--- config.mk ---
export PLATFORM = sky130hd
export DESIGN_NAME = gregorian_date_add_subtract_top
export DESIGN_NICKNAME = d
export VERILOG_FILES = /design/src/design/gdas_pkg.sv /design/src/design/gregorian_date_add_subtract_top.sv
export SDC_FILE = /design/constraint.sdc
export NUM_CORES = 1
export LEC_CHECK = 0
export ABC_AREA = 1
export BUFFER_PORTS_ARGS = -buffer_cell sky130_fd_sc_hd__buf_2
export CAP_MARGIN = 10
export CORE_MARGIN = 2
export CORE_UTILIZATION = 40
export CTS_BUF_LIST = sky130_fd_sc_hd__clkbuf_16
export DETAILED_ROUTE_END_ITERATION = 16
export GPL_TIMING_DRIVEN = 0
export PLACE_DENSITY = 0.67
export SYNTH_ARGS = -nofsm -noshare
export SYNTH_HDL_FRONTEND = slang
export SYNTH_SLANG_ARGS = --single-unit
--- constraint.sdc ---
create_clock -name clk_i -period 7.8 [get_ports clk_i]
set_input_delay 1.56 -clock clk_i [delete_from_list [all_inputs] [get_ports clk_i]]
set_output_delay 1.56 -clock clk_i [all_outputs]
set_load 0.01 [all_outputs]
--- src/design/gdas_pkg.sv ---
`timescale 1ns / 1ps
`default_nettype none
// ----------------------------------------------------------------------------
// gdas_pkg: shared types and constants for the date add/subtract block
// Sequencer states, status codes and the calendar helper functions.
// ----------------------------------------------------------------------------
package gdas_pkg;

  localparam int unsigned YearW  = 14;
  localparam int unsigned MonthW = 4;
  localparam int unsigned DayW   = 5;
  localparam int unsigned DoyW   = 9;
  localparam int unsigned CountW = 16;
  localparam int unsigned R400W  = 9;
  // signed running day value: covers day + count and day - count
  localparam int unsigned DaccW  = CountW + 2;

  localparam logic [YearW-1:0]  YearMin = YearW'(1);
  localparam logic [YearW-1:0]  YearMax = YearW'(9999);
  localparam logic [YearW-1:0]  Cycle400 = YearW'(400);
  localparam logic [MonthW-1:0] MonthFirst = MonthW'(1);
  localparam logic [MonthW-1:0] MonthLast  = MonthW'(12);
  localparam logic [R400W-1:0]  R400Last   = R400W'(399);

  typedef enum logic [2:0] {
    ST_IDLE,
    ST_MOD,
    ST_CHECK,
    ST_STEP,
    ST_DOY,
    ST_FINISH
  } state_e;

  typedef enum logic [1:0] {
    STAT_OK        = 2'd0,
    STAT_BAD_DATE  = 2'd1,
    STAT_OUT_RANGE = 2'd2
  } status_e;

  // y % 4 comes from the year's low bits, y % 100 / y % 400 from r400 = y % 400
  function automatic logic is_leap(input logic [1:0] y_lo, input logic [R400W-1:0] r400);
    is_leap = (y_lo == 2'd0) &&
              !(r400 == R400W'(100) || r400 == R400W'(200) || r400 == R400W'(300));
  endfunction

  function automatic logic [DayW-1:0] month_len(input logic [MonthW-1:0] m,
                                                input logic leap);
    case (m)
      4'd2:                     month_len = leap ? DayW'(29) : DayW'(28);
      4'd4, 4'd6, 4'd9, 4'd11:  month_len = DayW'(30);
      default:                  month_len = DayW'(31);
    endcase
  endfunction

endpackage : gdas_pkg
`default_nettype wire

--- src/design/gregorian_date_add_subtract_top.sv ---
`timescale 1ns / 1ps
`default_nettype none
// ----------------------------------------------------------------------------
// gregorian_date_add_subtract_top: Gregorian date plus/minus a day count
// Steps one month per cycle through a shared add/compare unit.
// ----------------------------------------------------------------------------
// One transaction in, one transaction out. After accept the block first
// reduces the year mod 400 (one subtract per cycle), checks the date (an
// invalid date goes straight to the output stage), then walks the date one
// month per cycle through a single adder and compare, then sums the month
// lengths for the day of year and loads the output register once it is free.
// s_axis_tready is high only while the sequencer is idle; a finished result
// waits in the output register while the next transaction is taken.
// day_count above DAY_COUNT_MAX saturates to it.
module gregorian_date_add_subtract_top
  import gdas_pkg::*;
#(
  parameter int unsigned DAY_COUNT_MAX = 65535
) (
  input  wire logic        clk_i,
  input  wire logic        rst_ni,
  input  wire logic        s_axis_tvalid,
  output logic             s_axis_tready,
  // [13:0] year_in, [17:14] month_in, [22:18] day_in, [38:23] day_count, [39] zero
  input  wire logic [39:0] s_axis_tdata,
  // [0] action (0 add, 1 subtract)
  input  wire logic        s_axis_tuser,
  output logic             m_axis_tvalid,
  input  wire logic        m_axis_tready,
  // [13:0] year_out, [17:14] month_out, [22:18] day_out, [31:23] day_of_year
  output logic [31:0]      m_axis_tdata,
  // [1:0] status
  output logic [1:0]       m_axis_tuser
);

  state_e state_q, state_d;

  logic                       act_q, act_d;
  logic [YearW-1:0]           yin_q, yin_d;
  logic [MonthW-1:0]          min_q, min_d;
  logic [DayW-1:0]            din_q, din_d;
  logic [CountW-1:0]          cnt_q, cnt_d;
  logic [YearW-1:0]           red_q, red_d;
  logic [R400W-1:0]           r400in_q, r400in_d;
  logic [YearW-1:0]           y_q, y_d;
  logic [MonthW-1:0]          m_q, m_d;
  logic [R400W-1:0]           r400_q, r400_d;
  logic signed [DaccW-1:0]    dacc_q, dacc_d;
  logic [MonthW-1:0]          idx_q, idx_d;
  logic [DoyW-1:0]            doy_q, doy_d;
  status_e                    stat_q, stat_d;

  logic                       out_valid_q, out_valid_d;
  logic [31:0]                out_data_q, out_data_d;
  logic [1:0]                 out_user_q, out_user_d;

  logic [CountW-1:0]          cnt_sat;
  logic                       leap_cur;
  logic [DayW-1:0]            ml_cur;
  logic [MonthW-1:0]          m_prev;
  logic [YearW-1:0]           y_prev;
  logic [R400W-1:0]           r400_prev;
  logic                       wrap_back;
  logic [DayW-1:0]            ml_prev;
  logic signed [DaccW-1:0]    step_opnd;
  logic signed [DaccW-1:0]    dacc_sum;
  logic                       need_step;

  assign cnt_sat = (32'(s_axis_tdata[38:23]) > 32'(DAY_COUNT_MAX)) ?
                   CountW'(DAY_COUNT_MAX) : s_axis_tdata[38:23];

  assign leap_cur = is_leap(y_q[1:0], r400_q);
  assign ml_cur   = month_len(m_q, leap_cur);

  // previous month for the subtract walk
  assign wrap_back = (m_q == MonthFirst);
  assign m_prev    = wrap_back ? MonthLast : m_q - MonthW'(1);
  assign y_prev    = wrap_back ? y_q - YearW'(1) : y_q;
  assign r400_prev = !wrap_back ? r400_q :
                     (r400_q == '0) ? R400Last : r400_q - R400W'(1);
  assign ml_prev   = month_len(m_prev, is_leap(y_prev[1:0], r400_prev));

  // the shared adder
  assign step_opnd = act_q ? DaccW'(ml_prev) : -DaccW'(ml_cur);
  assign dacc_sum  = dacc_q + step_opnd;
  assign need_step = act_q ? (dacc_q < DaccW'(1)) : (dacc_q > DaccW'(ml_cur));

  always_ff @(posedge clk_i or negedge rst_ni) begin
    if (!rst_ni) begin
      state_q     <= ST_IDLE;
      out_valid_q <= 1'b0;
    end else begin
      state_q     <= state_d;
      out_valid_q <= out_valid_d;
    end
  end

  always_ff @(posedge clk_i) begin
    act_q      <= act_d;
    yin_q      <= yin_d;
    min_q      <= min_d;
    din_q      <= din_d;
    cnt_q      <= cnt_d;
    red_q      <= red_d;
    r400in_q   <= r400in_d;
    y_q        <= y_d;
    m_q        <= m_d;
    r400_q     <= r400_d;
    dacc_q     <= dacc_d;
    idx_q      <= idx_d;
    doy_q      <= doy_d;
    stat_q     <= stat_d;
    out_data_q <= out_data_d;
    out_user_q <= out_user_d;
  end

  always_comb begin
    state_d     = state_q;
    act_d       = act_q;
    yin_d       = yin_q;
    min_d       = min_q;
    din_d       = din_q;
    cnt_d       = cnt_q;
    red_d       = red_q;
    r400in_d    = r400in_q;
    y_d         = y_q;
    m_d         = m_q;
    r400_d      = r400_q;
    dacc_d      = dacc_q;
    idx_d       = idx_q;
    doy_d       = doy_q;
    stat_d      = stat_q;
    out_valid_d = out_valid_q && !m_axis_tready;
    out_data_d  = out_data_q;
    out_user_d  = out_user_q;
    s_axis_tready = 1'b0;

    unique case (state_q)
      ST_IDLE: begin
        s_axis_tready = 1'b1;
        if (s_axis_tvalid) begin
          act_d   = s_axis_tuser;
          yin_d   = s_axis_tdata[13:0];
          min_d   = s_axis_tdata[17:14];
          din_d   = s_axis_tdata[22:18];
          cnt_d   = cnt_sat;
          red_d   = s_axis_tdata[13:0];
          state_d = ST_MOD;
        end
      end

      ST_MOD: begin
        if (red_q >= Cycle400) begin
          red_d = red_q - Cycle400;
        end else begin
          r400in_d = red_q[R400W-1:0];
          r400_d   = red_q[R400W-1:0];
          state_d  = ST_CHECK;
        end
      end

      ST_CHECK: begin
        y_d = yin_q;
        m_d = min_q;
        if (yin_q < YearMin || yin_q > YearMax || min_q < MonthFirst ||
            min_q > MonthLast || din_q == '0 ||
            din_q > month_len(min_q, is_leap(yin_q[1:0], r400_q))) begin
          stat_d  = STAT_BAD_DATE;
          doy_d   = '0;
          state_d = ST_FINISH;
        end else begin
          stat_d  = STAT_OK;
          dacc_d  = act_q ? DaccW'(din_q) - DaccW'(cnt_q) : DaccW'(din_q) + DaccW'(cnt_q);
          state_d = ST_STEP;
        end
      end

      ST_STEP: begin
        if (!need_step) begin
          doy_d   = DoyW'(dacc_q[DayW-1:0]);
          idx_d   = MonthFirst;
          state_d = ST_DOY;
        end else if (!act_q) begin
          if (m_q == MonthLast) begin
            if (y_q == YearMax) begin
              stat_d = STAT_OUT_RANGE;
            end else begin
              dacc_d = dacc_sum;
              m_d    = MonthFirst;
              y_d    = y_q + YearW'(1);
              r400_d = (r400_q == R400Last) ? '0 : r400_q + R400W'(1);
            end
          end else begin
            dacc_d = dacc_sum;
            m_d    = m_q + MonthW'(1);
          end
        end else begin
          if (wrap_back && y_q <= YearMin) begin
            stat_d = STAT_OUT_RANGE;
          end else begin
            dacc_d = dacc_sum;
            m_d    = m_prev;
            y_d    = y_prev;
            r400_d = r400_prev;
          end
        end
        if (stat_d == STAT_OUT_RANGE) begin
          // fall back to the input date and its day of year
          y_d     = yin_q;
          m_d     = min_q;
          r400_d  = r400in_q;
          doy_d   = DoyW'(din_q);
          idx_d   = MonthFirst;
          state_d = ST_DOY;
        end
      end

      ST_DOY: begin
        if (idx_q < m_q) begin
          doy_d = doy_q + DoyW'(month_len(idx_q, leap_cur));
          idx_d = idx_q + MonthW'(1);
        end else begin
          state_d = ST_FINISH;
        end
      end

      ST_FINISH: begin
        if (!out_valid_q || m_axis_tready) begin
          out_valid_d = 1'b1;
          out_user_d  = stat_q;
          if (stat_q == STAT_OK) begin
            out_data_d = {doy_q, dacc_q[DayW-1:0], m_q, y_q};
          end else begin
            out_data_d = {doy_q, din_q, min_q, yin_q};
          end
          state_d = ST_IDLE;
        end
      end

      default: state_d = ST_IDLE;
    endcase
  end

  assign m_axis_tvalid = out_valid_q;
  assign m_axis_tdata  = out_data_q;
  assign m_axis_tuser  = out_user_q;

endmodule : gregorian_date_add_subtract_top
`default_nettype wire
== Yosys cells after proc, flatten, opt, wreduce, memory -nomap -nowiden ==
Cells that the tools add are included.

* Bitwise operators: 1
* $add $sub $neg: 13
* Reductions and logical operators: 47
* Equality and inequality tests: 54
* Muxes and demuxes: 79
* Order comparisons: 10

{| class="wikitable"
|+ Operators by type and width
! operator !! count
|-
| $mux 18 || 8
|-
| $mux 14 || 9
|-
| $mux 9 || 14
|-
| $pmux 14 s2 || 2
|-
| $mux 4 || 10
|-
| $eq 4x4->1 const B || 9
|-
| $pmux 18 s2 || 1
|-
| $eq 4x3->1 const B || 8
|-
| $eq 9x9->1 const B || 3
|-
| $pmux 9 s3 || 1
|-
| $mux 23 || 1
|-
| $mux 3 || 7
|-
| $ne 4x4->1 const B || 5
|-
| $pmux 2 s2 || 5
|-
| $add 18x18->18 || 1
|-
| $eq 9x7->1 const B || 2
|-
| $eq 9x8->1 const B || 2
|-
| $gt 18x5->1 || 1
|-
| $lt 18x2->1 const B || 1
|-
| $ne 2x2->1 const B || 9
|-
| $neg 5->18 || 1
|-
| $pmux 3 s6 || 1
|-
| $pmux 9 s2 || 1
|-
| $add 5x16->17 || 1
|-
| 46 further kinds || 101
|}

* Register bits after elaboration: 161
* Logic and storage cells: 223

== Longest topological paths before layout ==
* Depth after elaboration: 17
* Mapped depth: 29
* Gate-level depth less buffers: 28

== Worst setup path before layout ==
No wires, ideal clock.

* Path type: input -> register
* Start point: in s_axis_tvalid
* End point: reg red_q[10], enable pin
* Stages on the path: 3
* Library setup time: 0.320 ns
* Data arrival time: 4.949 ns
* Path buffers: 0
* Setup slack: 2.531 ns
* Cell sequence: inv_1 -> nor3_1 -> or2_2

* Longest elaborated chain between the ends: 2

{| class="wikitable"
|+ Ends and longest elaborated chain
! what !! RTL line !! RTL
|-
| start: declaration || gregorian_date_add_subtract_top.sv:22 || <nowiki>input wire logic s_axis_tvalid,</nowiki>
|-
| $ne 2x2->1 (no line) || -- ||
|-
| $reduce_and 3->1 (no line) || -- ||
|-
| end signal: assignment || gregorian_date_add_subtract_top.sv:104 || <nowiki>red_q <= red_d;</nowiki>
|-
| end: declaration || gregorian_date_add_subtract_top.sv:43 || <nowiki>logic [YearW-1:0] red_q, red_d;</nowiki>
|}

No other way between the ends.
A chain may end at the register's enable or synchronous reset.

== Worst setup path in the final report ==
* Start point: reg r400_q[0]
* End point: reg dacc_q[11] (data pin)

* Longest elaborated chain between the ends: 17
* Elaborated cells between the ends (all ways): 31
* Those cells by class: 3 x add/sub; 6 x eq/ne; 13 x mux; 9 x reduce/logical

{| class="wikitable"
|+ Ends and longest elaborated chain
! what !! RTL line !! RTL
|-
| start: declaration || gregorian_date_add_subtract_top.sv:47 || <nowiki>logic [R400W-1:0] r400_q, r400_d;</nowiki>
|-
| start signal: assignment || gregorian_date_add_subtract_top.sv:108 || <nowiki>r400_q <= r400_d;</nowiki>
|-
| $sub 9x1->9 / $logic_not 9->1 (equally long branches) || gregorian_date_add_subtract_top.sv:80 || <nowiki>(r400_q == '0) ? R400Last : r400_q - R400W'(1);</nowiki>
|-
| $mux 9 || gregorian_date_add_subtract_top.sv:80 ||
|-
| $mux 9 || gregorian_date_add_subtract_top.sv:79 || <nowiki>assign r400_prev = !wrap_back ? r400_q :</nowiki>
|-
| $eq 9x7->1 / $eq 9x8->1 (equally long branches) || gdas_pkg.sv:43 || <nowiki>!(r400 == R400W'(100) || r400 == R400W'(200) || r400 == R400W'(300));</nowiki>
|-
| $logic_or 1x1->1 (2 in a row) || gdas_pkg.sv:43 ||
|-
| $logic_not 1->1 || gdas_pkg.sv:43 ||
|-
| $logic_and 1x1->1 || gdas_pkg.sv:42 || <nowiki>is_leap = (y_lo == 2'd0) &&</nowiki>
|-
| $mux 1 || gdas_pkg.sv:49 || <nowiki>4'd2: month_len = leap ? DayW'(29) : DayW'(28);</nowiki>
|-
| $pmux 2 s2 || gdas_pkg.sv:48 || <nowiki>case (m)</nowiki>
|-
| $mux 18 * || gregorian_date_add_subtract_top.sv:84 || <nowiki>assign step_opnd = act_q ? DaccW'(ml_prev) : -DaccW'(ml_cur);</nowiki>
|-
| $add 18x18->18 * || gregorian_date_add_subtract_top.sv:85 || <nowiki>assign dacc_sum = dacc_q + step_opnd;</nowiki>
|-
| $mux 18 || gregorian_date_add_subtract_top.sv:185 || <nowiki>if (y_q == YearMax) begin</nowiki>
|-
| $mux 18 || gregorian_date_add_subtract_top.sv:184 || <nowiki>if (m_q == MonthLast) begin</nowiki>
|-
| $mux 18 * || gregorian_date_add_subtract_top.sv:183 || <nowiki>end else if (!act_q) begin</nowiki>
|-
| $mux 18 * || gregorian_date_add_subtract_top.sv:179 || <nowiki>if (!need_step) begin</nowiki>
|-
| $pmux 18 s2 * || gregorian_date_add_subtract_top.sv:138 || <nowiki>unique case (state_q)</nowiki>
|-
| via dacc_d[11] || gregorian_date_add_subtract_top.sv:48 || <nowiki>logic signed [DaccW-1:0] dacc_q, dacc_d;</nowiki>
|-
| end signal: assignment || gregorian_date_add_subtract_top.sv:109 || <nowiki>dacc_q <= dacc_d;</nowiki>
|-
| end: declaration || gregorian_date_add_subtract_top.sv:48 ||
|}

The timed path passes the listed nets; every way through them passes the cells marked *. The select of a mux whose other input is x is not followed.

==> flow_metrics.tcl <==
set metrics [dict create \
    fin_skew_ns 0.0154 \
    grt_max_degree 30 \
    r2r_start "r400_q[0]$_DFFE_PP_" \
    synth_ff_type "edfxtp_1" \
    worst_pin_slew_ns 0.979 \
    num_rows 60 \
    critPathCaptureType "flop" \
    startpoint "r400_q[0]$_DFFE_PP_" \
    p_per_area_nw_per_um2 331 \
    antenna_found_initial 0 \
    setup_slack_ns 3.23 \
    grt_pass1_wl_mm 46.3 \
    core_region_area_sq_um 26800 \
    async_reset_ff_frac 0.0248 \
    rsz0062_at_grt "no" \
    drt-total-wl_mm 29.8 \
    post_cts_buffers 0 \
    die_y_um 169 \
    boundaryPins 81 \
    cts-buffers-inserted 17 \
    start_util 0.404 \
    crit_type "flop to flop" \
    grt_usage 0.211 \
    dieArea_sq_um 28400 \
    grt-ovfl-total 0 \
    final-hold-violation-count 0 \
    arrival_ns 4.75 \
    finalNetCount 1538 \
    synthTopCellsByArea "edfxtp_1 44%, nand2_1 10%, ha_1 6.4%, inv_1 5.7%, o21ai_0 5.3%" \
    max_freq_mhz 219 \
    netlist_instances 1329 \
    port_buffers 79 \
    fillers 2567 \
    min_period_ns 4.57 \
    diodes 0 \
    cts_root_buf "clkbuf_16" \
    syn_avg_cell_area_sq_um 8.15 \
    required_ns 7.98 \
    layout-drive-gt1-share 0.116 \
    cp_cell_sequence "inv_1 > ha_1 > inv_1 > nor2_1 > and3_1 > nor2_1 > nand2_1 > a21oi_1 > inv_1 > ha_1 > or2_2 > ha_1 > a21oi_1 > nand2_1 > a21boi_0 > o21ai_0 > nand3_1 > nand2_1 > o21ai_0 > o21ai_0" \
    ys_seq_elements 161 \
    status "completed" \
    relSlewSlack 0.345 \
    hold_buffers 0 \
    worstPathMaxFanout 6 \
    finalSetupTns_ns 0 \
    maxCapViolCount 0 \
    htree_levels 4 \
    tritoncts "built" \
    yosysWarnings 0 \
    hold_class "flop to flop" \
    netlist_area_sq_um 10800 \
    final_antenna_net_count 0 \
    slew_violations 0 \
    yosys.area.top_type "edfxtp_1" \
    synth_cell_type_count 54 \
    routed-via-count 9616 \
    syn_to_final_growth_pct 14.7 \
    clk_path_buf_depth 2 \
    drtIter0Drc 818 \
    dpl_worst_slack_ns 3.08 \
    syn_nets 1433 \
    synth_top_area_frac 0.435 \
    start_kind "flop" \
    clk_pin_slew_ns 0.07 \
    finalSetupViolCount 0 \
    place_congestion 0.922 \
    wl_per_cell_um 16.7 \
    die_w_um 169 \
    drc 0 \
    slowest_delay_ns 0.46 \
    hpwl_mm 22.9 \
    hp-start "doy_q[7]$_DFFE_PP_" \
    cts_resized 0 \
    yosysSeqAreaShare 0.445 \
    period_share 0.586 \
    r2r_setup_slack_ns 3.23 \
    ir_drop_mv 0.152 \
    clock-sinks 161 \
    synth_edf_count 157 \
    p_leak_uw 0.00532 \
    via_per_inst 5.38 \
    grt_pass1_vias 8633 \
    worstSkewPairLatency_ns 0.45 \
    crit_slowest_cell "edfxtp_1" \
    dr.pass1.iters 5 \
]
## synth_stat cells, drive strengths merged, types with 5 or more instances
master / number
ha: 55
o21bai: 6
xor2: 32
o31ai: 5
nand3: 80
inv: 168
o21ai: 141
or2: 10
xnor2: 10
clkbuf: 23
nor2: 137
nor3: 30
buf: 16
nand2: 308
edfxtp: 157
a21oi: 75
nand4: 24
nor4: 9
## layout by cell type (no fill, tap or decap), types with 32 or more instances in the layout
master      n
nand2_1   302
inv_1     164
edfxtp_1  157
nor2_1    129
o21ai_0   115
buf_2      86
nand3_1    78
a21oi_1    71
ha_1       55
xor2_1     32
## layout make-up
cell class / instances / area (sq um) / area share
multi-input combinational: 961 / 5200 / 0.419
sequential: 161 / 4810 / 0.388
inverter: 168 / 631 / 0.0508
timing repair buffer: 86 / 507 / 0.0408
tap: 341 / 427 / 0.0344
clock buffer: 17 / 425 / 0.0343
clock inverter: 15 / 211 / 0.0170
buffer: 39 / 205 / 0.0165
## cells by family (layout without fill, tap and decap cells)
| group | after synthesis | after routing | synth area share |
|---|---|---|---|
| flip-flops | 161 | 161 | 0.445 |
| XOR/XNOR | 42 | 42 | 0.0340 |
| buffers and inverters | 207 | 325 | 0.0772 |
| adder cells (fa/ha/maj) | 59 | 59 | 0.0710 |
| AND/OR/NAND/NOR | 605 | 605 | 0.244 |
| AO/OA/AOI/OAI | 255 | 255 | 0.129 |
## worst max-delay path, delay by kind of cell (launching register included)
kind	cells	cell delay, ns
fa+ha+maj	3	0.79
compound gates	6	1.39
buf+inv	3	0.31
flops	1	0.46
simple gates	8	1.36
## through the flow
stage,std cells,area [sq um],utilization,hold slack [ns],power (uW)
after floorplan,1329,10800,-,0.426,2660
after global placement,1749,11600,0.435,0.432,3150
after detailed placement,1755,11800,0.439,0.437,3200
after CTS,1787,12400,0.463,0.459,4080
after global routing,1788,12400,0.463,0.470,4380
final,1788,12400,0.463,0.456,4100
## report_power, final
part	internal (uW)	total [uW]	switching, uW
Clock	441	880	438
Sequential	1290	1490	199
Combinational	566	1740	1170
## registers in the layout, indices dropped and copies added, names as in the netlist, 2 cells and up
| register | cells |
|---|---|
| dacc_q | 18 |
| cnt_q | 16 |
| m_axis_tuser | 2 |
| y_q | 14 |
| idx_q | 4 |
| doy_q | 9 |
| red_q | 14 |
| m_axis_tdata | 32 |
| min_q | 4 |
| state_q | 3 |
| din_q | 5 |
| stat_q | 2 |
| r400_q | 9 |
| m_q | 4 |
| yin_q | 14 |
| r400in_q | 9 |
## worst paths after layout
path                                               to  cells after the start
max                              dacc_q[11]$_DFFE_PP_                     20
min                        m_axis_tdata[30]$_DFFE_PP_                      0
max reg2reg                      dacc_q[11]$_DFFE_PP_                     20
min reg2reg                m_axis_tdata[30]$_DFFE_PP_                      0
max in group asynchronous      state_q[0]$_DFFE_PN0P_                      1
min in group asynchronous     m_axis_tvalid$_DFF_PN0_                      1
## metal layers
metal / part of all wire / global-route usage
met2: 0.46 / 0.337
met5: 0 / 0
met3: 0.062 / 0.0304
met1: 0.46 / 0.301
met4: 0.017 / 0.0551
Note: power is estimated with default switching activity, not from simulation.
